===== src/rtl/lcr_pkg.sv =====
// ----------------------------------------------------------------------------
// lcr_pkg: shared types for the line clipper
// Command and status groups between the clip controller and its datapath.
// ----------------------------------------------------------------------------
package lcr_pkg;

	typedef struct packed {
		logic load_in;
		logic load_ops;
		logic mul;
		logic div_start;
		logic update;
		logic finish;
		logic vis;
	} lcr_cmd_t;

	typedef struct packed {
		logic accept;
		logic reject;
		logic div_done;
	} lcr_status_t;

	localparam logic [1:0] REG_LEFT   = 2'd0;
	localparam logic [1:0] REG_TOP    = 2'd1;
	localparam logic [1:0] REG_RIGHT  = 2'd2;
	localparam logic [1:0] REG_BOTTOM = 2'd3;

endpackage


===== src/rtl/lcr_div.sv =====
// ----------------------------------------------------------------------------
// lcr_div: serial signed divider
// Restoring division, one quotient bit a cycle, truncating toward zero.
// A zero divisor gives a zero quotient. Only the low QW quotient bits leave.
// ----------------------------------------------------------------------------
module lcr_div #(
	parameter int DW = 34,
	parameter int VW = 17,
	parameter int QW = 16
) (
	input  logic          clk,
	input  logic          arst_n,
	input  logic          start,
	input  logic [DW-1:0] dividend,
	input  logic [VW-1:0] divisor,
	output logic          done,
	output logic [QW-1:0] quot
);
	localparam int CW = $clog2(DW + 1);

	logic          busy_q;
	logic          done_q;
	logic [CW-1:0] cnt_q;
	logic [DW-1:0] quo_q;
	logic [VW-1:0] rem_q;
	logic [VW-1:0] dv_q;
	logic          neg_q;
	logic          zero_q;
	logic [VW:0]   shifted;
	logic          fits;

	assign shifted = {rem_q, quo_q[DW-1]};
	assign fits    = shifted >= {1'b0, dv_q};

	always_ff @(posedge clk or negedge arst_n) begin
		if (!arst_n) begin
			busy_q <= 1'b0;
			done_q <= 1'b0;
			cnt_q  <= '0;
		end else begin
			done_q <= 1'b0;
			if (start) begin
				busy_q <= 1'b1;
				cnt_q  <= CW'(DW);
			end else if (busy_q) begin
				cnt_q <= cnt_q - CW'(1);
				if (cnt_q == CW'(1)) begin
					busy_q <= 1'b0;
					done_q <= 1'b1;
				end
			end
		end
	end

	always_ff @(posedge clk) begin
		if (start) begin
			quo_q  <= dividend[DW-1] ? (~dividend + DW'(1)) : dividend;
			dv_q   <= divisor[VW-1] ? (~divisor + VW'(1)) : divisor;
			rem_q  <= '0;
			neg_q  <= dividend[DW-1] ^ divisor[VW-1];
			zero_q <= divisor == '0;
		end else if (busy_q) begin
			rem_q <= fits ? VW'(shifted - {1'b0, dv_q}) : shifted[VW-1:0];
			quo_q <= {quo_q[DW-2:0], fits};
		end
	end

	assign done = done_q;
	assign quot = zero_q ? '0 : (neg_q ? (~quo_q[QW-1:0] + QW'(1)) : quo_q[QW-1:0]);

endmodule


===== src/rtl/lcr_datapath.sv =====
// ----------------------------------------------------------------------------
// lcr_datapath: endpoint registers, outcodes and intersection arithmetic
// Holds the working segment, forms one edge intersection per round with a
// registered multiply and the serial divider, and keeps the result payload.
// ----------------------------------------------------------------------------
module lcr_datapath
	import lcr_pkg::*;
#(
	parameter int N = 16
) (
	input  logic             clk,
	input  logic             arst_n,
	input  lcr_cmd_t         cmd,
	output lcr_status_t      st,
	input  logic signed [N-1:0] left,
	input  logic signed [N-1:0] top,
	input  logic signed [N-1:0] right,
	input  logic signed [N-1:0] bottom,
	input  logic signed [N-1:0] in_sx,
	input  logic signed [N-1:0] in_sy,
	input  logic signed [N-1:0] in_ex,
	input  logic signed [N-1:0] in_ey,
	input  logic             in_check,
	output logic             out_vis,
	output logic [N-1:0]     out_sx,
	output logic [N-1:0]     out_sy,
	output logic [N-1:0]     out_ex,
	output logic [N-1:0]     out_ey
);
	localparam int PW = 2 * N + 2;

	logic signed [N-1:0] ax_q, ay_q, bx_q, by_q;
	logic signed [N-1:0] sx0_q, sy0_q, ex0_q, ey0_q;
	logic                check_q;
	logic [3:0]          ca, cb, c;
	logic signed [N-1:0] p_q, fix_q;
	logic signed [N:0]   dp_q, eq_q, dq_q;
	logic                horiz_q, side_b_q;
	logic signed [PW-1:0] prod_q;
	logic [N-1:0]        quot;
	logic [N-1:0]        newc;
	logic signed [N:0]   dxv, dyv;
	logic signed [N-1:0] edge_v;

	function automatic logic [3:0] outcode(input logic signed [N-1:0] x,
			input logic signed [N-1:0] y, input logic signed [N-1:0] l,
			input logic signed [N-1:0] t, input logic signed [N-1:0] r,
			input logic signed [N-1:0] b);
		logic [3:0] o;
		o = 4'd0;
		if (x < l) o[0] = 1'b1;
		else if (x > r) o[1] = 1'b1;
		if (y < t) o[2] = 1'b1;
		else if (y > b) o[3] = 1'b1;
		return o;
	endfunction

	assign ca = outcode(ax_q, ay_q, left, top, right, bottom);
	assign cb = outcode(bx_q, by_q, left, top, right, bottom);
	assign c  = (ca != 4'd0) ? ca : cb;
	assign st.accept = (ca == 4'd0) && (cb == 4'd0);
	assign st.reject = (ca & cb) != 4'd0;

	assign dxv = (N+1)'(bx_q) - (N+1)'(ax_q);
	assign dyv = (N+1)'(by_q) - (N+1)'(ay_q);

	// Edge picked by the highest set code bit: bottom, top, right, left.
	always_comb begin
		if (c[3]) edge_v = bottom;
		else if (c[2]) edge_v = top;
		else if (c[1]) edge_v = right;
		else edge_v = left;
	end

	lcr_div #(.DW(PW), .VW(N + 1), .QW(N)) u_div (
		.clk      (clk),
		.arst_n   (arst_n),
		.start    (cmd.div_start),
		.dividend (prod_q),
		.divisor  (dq_q),
		.done     (st.div_done),
		.quot     (quot)
	);

	assign newc = p_q + quot;

	always_ff @(posedge clk) begin
		if (cmd.load_in) begin
			ax_q <= in_sx; ay_q <= in_sy; bx_q <= in_ex; by_q <= in_ey;
			sx0_q <= in_sx; sy0_q <= in_sy; ex0_q <= in_ex; ey0_q <= in_ey;
			check_q <= in_check;
		end else if (cmd.update) begin
			if (side_b_q) begin
				bx_q <= horiz_q ? fix_q : newc;
				by_q <= horiz_q ? newc : fix_q;
			end else begin
				ax_q <= horiz_q ? fix_q : newc;
				ay_q <= horiz_q ? newc : fix_q;
			end
		end
		if (cmd.load_ops) begin
			side_b_q <= ca == 4'd0;
			horiz_q  <= !(c[3] || c[2]);
			fix_q    <= edge_v;
			if (c[3] || c[2]) begin
				p_q  <= ax_q;
				dp_q <= dxv;
				eq_q <= (N+1)'(edge_v) - (N+1)'(ay_q);
				dq_q <= dyv;
			end else begin
				p_q  <= ay_q;
				dp_q <= dyv;
				eq_q <= (N+1)'(edge_v) - (N+1)'(ax_q);
				dq_q <= dxv;
			end
		end
		if (cmd.mul) begin
			prod_q <= PW'(dp_q * eq_q);
		end
		if (cmd.finish) begin
			out_vis <= cmd.vis;
			if (cmd.vis && !check_q) begin
				out_sx <= ax_q; out_sy <= ay_q; out_ex <= bx_q; out_ey <= by_q;
			end else begin
				out_sx <= sx0_q; out_sy <= sy0_q; out_ex <= ex0_q; out_ey <= ey0_q;
			end
		end
	end

endmodule


===== src/rtl/lcr_ctrl.sv =====
// ----------------------------------------------------------------------------
// lcr_ctrl: clip round sequencer
// Steps each segment through outcode tests, intersection rounds and result
// hand-off, and owns both stream handshakes.
// ----------------------------------------------------------------------------
module lcr_ctrl
	import lcr_pkg::*;
#(
	parameter int MAX_ROUNDS = 8
) (
	input  logic        clk,
	input  logic        arst_n,
	input  logic        s_tvalid,
	output logic        s_tready,
	output logic        m_tvalid,
	input  logic        m_tready,
	output lcr_cmd_t    cmd,
	input  lcr_status_t st
);
	localparam int RW = $clog2(MAX_ROUNDS + 1);

	localparam logic [2:0] ST_IDLE   = 3'd0;
	localparam logic [2:0] ST_EVAL   = 3'd1;
	localparam logic [2:0] ST_MUL    = 3'd2;
	localparam logic [2:0] ST_DSTART = 3'd3;
	localparam logic [2:0] ST_DWAIT  = 3'd4;
	localparam logic [2:0] ST_UPD    = 3'd5;
	localparam logic [2:0] ST_FIN    = 3'd6;

	logic [2:0]    state_q, state_d;
	logic [RW-1:0] round_q;
	logic          vis_q, vis_d;
	logic          m_tvalid_q;
	logic          out_free;

	assign s_tready = state_q == ST_IDLE;
	assign m_tvalid = m_tvalid_q;
	assign out_free = !m_tvalid_q || m_tready;

	always_comb begin
		state_d = state_q;
		vis_d   = vis_q;
		cmd     = '0;
		cmd.vis = vis_q;
		unique case (state_q)
			ST_IDLE: begin
				if (s_tvalid) begin
					cmd.load_in = 1'b1;
					state_d = ST_EVAL;
				end
			end
			ST_EVAL: begin
				if (st.accept) begin
					vis_d = 1'b1;
					state_d = ST_FIN;
				end else if (st.reject || round_q == RW'(MAX_ROUNDS)) begin
					vis_d = 1'b0;
					state_d = ST_FIN;
				end else begin
					cmd.load_ops = 1'b1;
					state_d = ST_MUL;
				end
			end
			ST_MUL: begin
				cmd.mul = 1'b1;
				state_d = ST_DSTART;
			end
			ST_DSTART: begin
				cmd.div_start = 1'b1;
				state_d = ST_DWAIT;
			end
			ST_DWAIT: begin
				if (st.div_done) state_d = ST_UPD;
			end
			ST_UPD: begin
				cmd.update = 1'b1;
				state_d = ST_EVAL;
			end
			ST_FIN: begin
				if (out_free) begin
					cmd.finish = 1'b1;
					state_d = ST_IDLE;
				end
			end
			default: state_d = ST_IDLE;
		endcase
	end

	always_ff @(posedge clk or negedge arst_n) begin
		if (!arst_n) begin
			state_q    <= ST_IDLE;
			round_q    <= '0;
			vis_q      <= 1'b0;
			m_tvalid_q <= 1'b0;
		end else begin
			state_q <= state_d;
			vis_q   <= vis_d;
			if (cmd.load_in) round_q <= '0;
			else if (cmd.update) round_q <= round_q + RW'(1);
			if (cmd.finish) m_tvalid_q <= 1'b1;
			else if (m_tready) m_tvalid_q <= 1'b0;
		end
	end

`ifndef SYNTHESIS
	a_vis_needs_accept: assert property (@(posedge clk) disable iff (!arst_n)
		(cmd.finish && cmd.vis) |-> st.accept)
		else $error("visible result without accepted outcodes");
	a_round_bound: assert property (@(posedge clk) disable iff (!arst_n)
		round_q <= RW'(MAX_ROUNDS))
		else $error("round counter past bound");
	a_load_to_eval: assert property (@(posedge clk) disable iff (!arst_n)
		(s_tvalid && s_tready) |=> (state_q == ST_EVAL && round_q == '0))
		else $error("accepted segment did not start evaluation");
	a_update_after_div: assert property (@(posedge clk) disable iff (!arst_n)
		cmd.update |-> $past(st.div_done))
		else $error("endpoint update without divider result");
`endif

endmodule


===== src/rtl/line_clip_rect.sv =====
// Each segment takes R intersection rounds, R from 0 to MAX_ROUNDS, before its
// result is valid. A round steps through evaluate, multiply, divider start,
// the DW = 2*COORD_BITS + 2 divider steps and update; the serial divider, one
// quotient bit a cycle, sets the round length. Segments are taken one at a time.
// A finished result waits in the output register while the next segment is taken.
// Reset: arst_n clears control and loads the default clip rectangle.
// ----------------------------------------------------------------------------
// line_clip_rect: Cohen-Sutherland line clipper
// Clips segments against a rectangle set over the APB port.
// ----------------------------------------------------------------------------
module line_clip_rect
	import lcr_pkg::*;
#(
	parameter int COORD_BITS = 16,
	parameter int MAX_ROUNDS = 8
) (
	input  logic        clk,
	input  logic        arst_n,
	input  logic        psel,
	input  logic        penable,
	input  logic        pwrite,
	input  logic [3:0]  paddr,
	input  logic [31:0] pwdata,
	output logic [31:0] prdata,
	output logic        pready,
	input  logic        s_tvalid,
	output logic        s_tready,
	// start_x, start_y, end_x, end_y
	input  logic [((4*COORD_BITS+7)/8)*8-1:0] s_tdata,
	// check_only
	input  logic        s_tuser,
	output logic        m_tvalid,
	input  logic        m_tready,
	// out_start_x, out_start_y, out_end_x, out_end_y
	output logic [((4*COORD_BITS+7)/8)*8-1:0] m_tdata,
	// visible
	output logic        m_tuser
);
	localparam int N  = COORD_BITS;
	localparam int TW = ((4 * N + 7) / 8) * 8;

	logic [N-1:0] left_q, top_q, right_q, bottom_q;
	logic [N-1:0] osx, osy, oex, oey;
	logic         wr;
	lcr_cmd_t     cmd;
	lcr_status_t  st;

	assign pready = 1'b1;
	assign wr = psel && penable && pwrite;

	always_ff @(posedge clk or negedge arst_n) begin
		if (!arst_n) begin
			left_q   <= '0;
			top_q    <= '0;
			right_q  <= N'(639);
			bottom_q <= N'(479);
		end else if (wr) begin
			unique case (paddr[3:2])
				REG_LEFT:   left_q   <= pwdata[N-1:0];
				REG_TOP:    top_q    <= pwdata[N-1:0];
				REG_RIGHT:  right_q  <= pwdata[N-1:0];
				REG_BOTTOM: bottom_q <= pwdata[N-1:0];
				default: ;
			endcase
		end
	end

	always_comb begin
		unique case (paddr[3:2])
			REG_LEFT:   prdata = 32'(left_q);
			REG_TOP:    prdata = 32'(top_q);
			REG_RIGHT:  prdata = 32'(right_q);
			REG_BOTTOM: prdata = 32'(bottom_q);
			default:    prdata = '0;
		endcase
	end

	lcr_ctrl #(.MAX_ROUNDS(MAX_ROUNDS)) u_ctrl (
		.clk      (clk),
		.arst_n   (arst_n),
		.s_tvalid (s_tvalid),
		.s_tready (s_tready),
		.m_tvalid (m_tvalid),
		.m_tready (m_tready),
		.cmd      (cmd),
		.st       (st)
	);

	lcr_datapath #(.N(N)) u_dp (
		.clk      (clk),
		.arst_n   (arst_n),
		.cmd      (cmd),
		.st       (st),
		.left     (left_q),
		.top      (top_q),
		.right    (right_q),
		.bottom   (bottom_q),
		.in_sx    (s_tdata[N-1:0]),
		.in_sy    (s_tdata[2*N-1:N]),
		.in_ex    (s_tdata[3*N-1:2*N]),
		.in_ey    (s_tdata[4*N-1:3*N]),
		.in_check (s_tuser),
		.out_vis  (m_tuser),
		.out_sx   (osx),
		.out_sy   (osy),
		.out_ex   (oex),
		.out_ey   (oey)
	);

	assign m_tdata = TW'({oey, oex, osy, osx});

endmodule

===== config.mk =====
export PLATFORM = sky130hd
export DESIGN_NAME = line_clip_rect
export DESIGN_NICKNAME = d
export VERILOG_FILES = /design/src/rtl/lcr_pkg.sv /design/src/rtl/lcr_div.sv /design/src/rtl/lcr_datapath.sv /design/src/rtl/lcr_ctrl.sv /design/src/rtl/line_clip_rect.sv
export SDC_FILE = /design/constraint.sdc
export NUM_CORES = 2
export LEC_CHECK = 0
export BUFFER_PORTS_ARGS = -buffer_cell sky130_fd_sc_hd__buf_2
export CAP_MARGIN = 20
export CORE_ASPECT_RATIO = 1.1
export CORE_MARGIN = 1.5
export CORE_UTILIZATION = 35
export CTS_BUF_LIST = sky130_fd_sc_hd__clkbuf_4 sky130_fd_sc_hd__clkbuf_8
export CTS_CLUSTER_SIZE = 20
export DETAILED_ROUTE_END_ITERATION = 12
export PLACE_DENSITY = 0.53
export SETUP_SLACK_MARGIN = 0.1
export SLEW_MARGIN = 20
export SYNTH_ARGS = -nofsm -noshare
export SYNTH_HDL_FRONTEND = slang
export SYNTH_HIERARCHICAL = 1
export SYNTH_SLANG_ARGS = --single-unit
export TNS_END_PERCENT = 100

===== constraint.sdc =====
create_clock -name clk -period 7.4 [get_ports clk]
set_input_delay 1.48 -clock clk [delete_from_list [all_inputs] [get_ports clk]]
set_output_delay 1.48 -clock clk [all_outputs]
set_load 0.02 [all_outputs]

==> metrics <==
Filler Cell Count=around 11000; WP data required=about 8 ns; wire length per cell=between 20 and 25 µm; post-synth top area cell=edfxtp_1; sequential-to-total area share from yosys stat=0.349; share of cells above drive strength 1=0.144; RSZ-0062 raised after global routing=false; status=complete, no violations; critical path class=reg -> reg; DPL Wire Length=between 90 and 100 mm; DRT antenna net count=0; Ys Warns=6; antenna violations before repair=5; Clock Tree Root=clkbuf_8; H-tree depth=3; clock sinks=between 400 and 500; DR DRC count=0; GRT Total Usage=0.209; Clk Latency, worst-skew pair=approximately 0.73 ns; Ports=around 210; final setup vio count=0; Final nets=roughly 4600; vias in the first global route=around 28000; main flop type after synthesis=edfxtp_1; CP endpoint kind=flop; Final period util=0.933; fmax=between 100 and 150 MHz; FFs w/ async S/R, synth=0.175; first-pass GRT wire length=174 mm; Die X=around 320 µm; CP startpoint kind=flop; final std cells w/o fill=between 5000 and 6000; CTS tree=built; Overflow after GRT=0; ranking of synthesized cells by area=edfxtp_1 29%, fa_1 16%, ha_1 9.7%; most numerous cell in the Yosys netlist=inv_1; cts hold-fix bufs=0; Slew Viols, Final=0; Yosys top cell area share=0.287; die height=350 µm; Hold Path Class=reg -> reg; clock slew at reported path FFs=around 0.060 ns; distinct cell type count after synthesis=~100; Period minus WS final=6.90 ns; Area after DPL=slightly above 40000 µm²; clock skew=0.0459 ns; Port Buf Inserts=about 170; 1st-iter DRT viols=around 2100; full die area=~110000 µm²; Initial DRT Pass Iterations=5; Cells after Synth=approximately 3700; largest net degree at the start of global routing=just under 80; number of max-cap violations=0; core area=approximately 110000 µm²; gpl congestion=0.920; Worst-Margin Slew=roughly 1.1 ns; Num CTS Buffers=85; Final Cell Area=about 43000 µm²; Post-synth EDFFs=~370; synth-to-layout area growth=11.6%; Final Hold Viols=0; row cnt=between 100 and 150; syn avg cell area=10.4 µm²; most frequent cells after synthesis=564 x inv_1, 366 x edfxtp_1, 301 x fa_1; CTS Buffer Depth=3; WP data arrival=about 7.4 ns; Via-to-Cell Ratio=about 5.2; #FFs+latches synth=about 460; worst relative slew slack=0.258; Initial Util=0.352; CP max FO=14; dpl cells=5198; Vias=approximately 28000; TNS Setup=0 ns; synthesized cell area=between 30000 and 40000 µm²; total wire length=117 mm; Fin Hold WS=about 0.47 ns
-- through the flow --
stage / setup slack [ns] / util
3_3_place_gp: 0.426 / 0.375
6_report: 0.495 / 0.393
3_5_place_dp: 0.409 / 0.375
5_1_grt: 0.108 / 0.393
4_1_cts: 0.377 / 0.392
2_1_floorplan: 0.442 / -
-- layer usage --
| metal | track usage | share of wire | up-vias |
|---|---|---|---|
| li1 | - | - | 12900 |
| met1 | 0.255 | 0.41 | 13800 |
| met2 | 0.367 | 0.49 | 724 |
| met3 | 0.0264 | 0.045 | 254 |
| met4 | 0.101 | 0.052 | 4 |
| met5 | 0 | 0.00023 | - |
-- critical path: stages, from the launching register on --
cell and delay [ns]:
edfxtp_1 0.70, buf_4 0.29, and2_1 0.15, fa_1 0.53
inv_1 0.05, fa_1 0.53, inv_1 0.04, ha_1 0.20
fa_1 0.53, inv_1 0.05, fa_1 0.47, fa_1 0.54
inv_1 0.04, ha_1 0.21, or3_1 0.41, nand2b_1 0.16
a2bb2oi_1 0.17, a211o_1 0.34, a21oi_1 0.21, o21ai_1 0.18
a311o_1 0.41, a21oi_1 0.17, xnor2_1 0.24
-- cells in the final DEF, fill, tap and decap left out, types with 119 or more instances in the layout --
cell type,instances
o21ai_0,119
fa_1,301
a21oi_1,192
nand2_1,280
edfxtp_1,366
ha_1,297
and2_1,157
buf_2,171
nor2_1,202
inv_1,564
-- sequential cells by signal (all words and copies together), names as in the netlist, 17 cells and up --
register          flops
u_dp/u_div/quo_q     34
u_dp/dp_q            17
u_dp/eq_q            17
u_dp/u_div/rem_q     17
u_dp/prod_q          34
u_dp/u_div/dv_q      17
u_dp/dq_q            17
-- worst paths after layout --
check                      cells past startpoint  slack [ns]             endpoint    startpoint
min                                            0        0.47   u_dp/u_div/dv_q[0]  u_dp/dq_q[0]
max reg2reg                                   22        0.50      u_dp/prod_q[26]  u_dp/eq_q[7]
max in group asynchronous                      2        5.55  u_dp/u_div/cnt_q[3]        arst_n
min in group asynchronous                      1        0.67           left_q[11]        arst_n
max                                           22        0.50      u_dp/prod_q[26]  u_dp/eq_q[7]
min reg2reg                                    0        0.47   u_dp/u_div/dv_q[0]  u_dp/dq_q[0]
-- what timing repair did --
item,CTS,global route
endpoints found under the hold margin,0,0
resized for setup,0,0
setup endpoints to repair,0,1
buffers inserted,0,5
-- layout make-up --
class | count | area (µm²) | share of cell area
multi-input cells | 2515 | 22200 | 0.519
flip-flops and latches | 464 | 13400 | 0.313
inverters | 568 | 2130 | 0.0499
well taps | 1419 | 1780 | 0.0415
clock buffers | 128 | 1540 | 0.0361
repair buffers | 238 | 1420 | 0.0332
clock inverters | 30 | 314 | 0.00735
diodes | 4 | 10.0 | 0.000234
-- kinds of logic after synthesis --
group | share of synthesized area
XOR/XNOR | 0.0373
other | 0.000196
flip-flops | 0.349
AND/OR/NAND/NOR | 0.120
buffers and inverters | 0.0751
multiplexers | 0.0587
AO/OA/AOI/OAI | 0.105
adder cells (fa/ha/maj) | 0.254
Power is not shown: default switching activity piles up to over one toggle a cycle in this logic, so the estimate is an artifact.
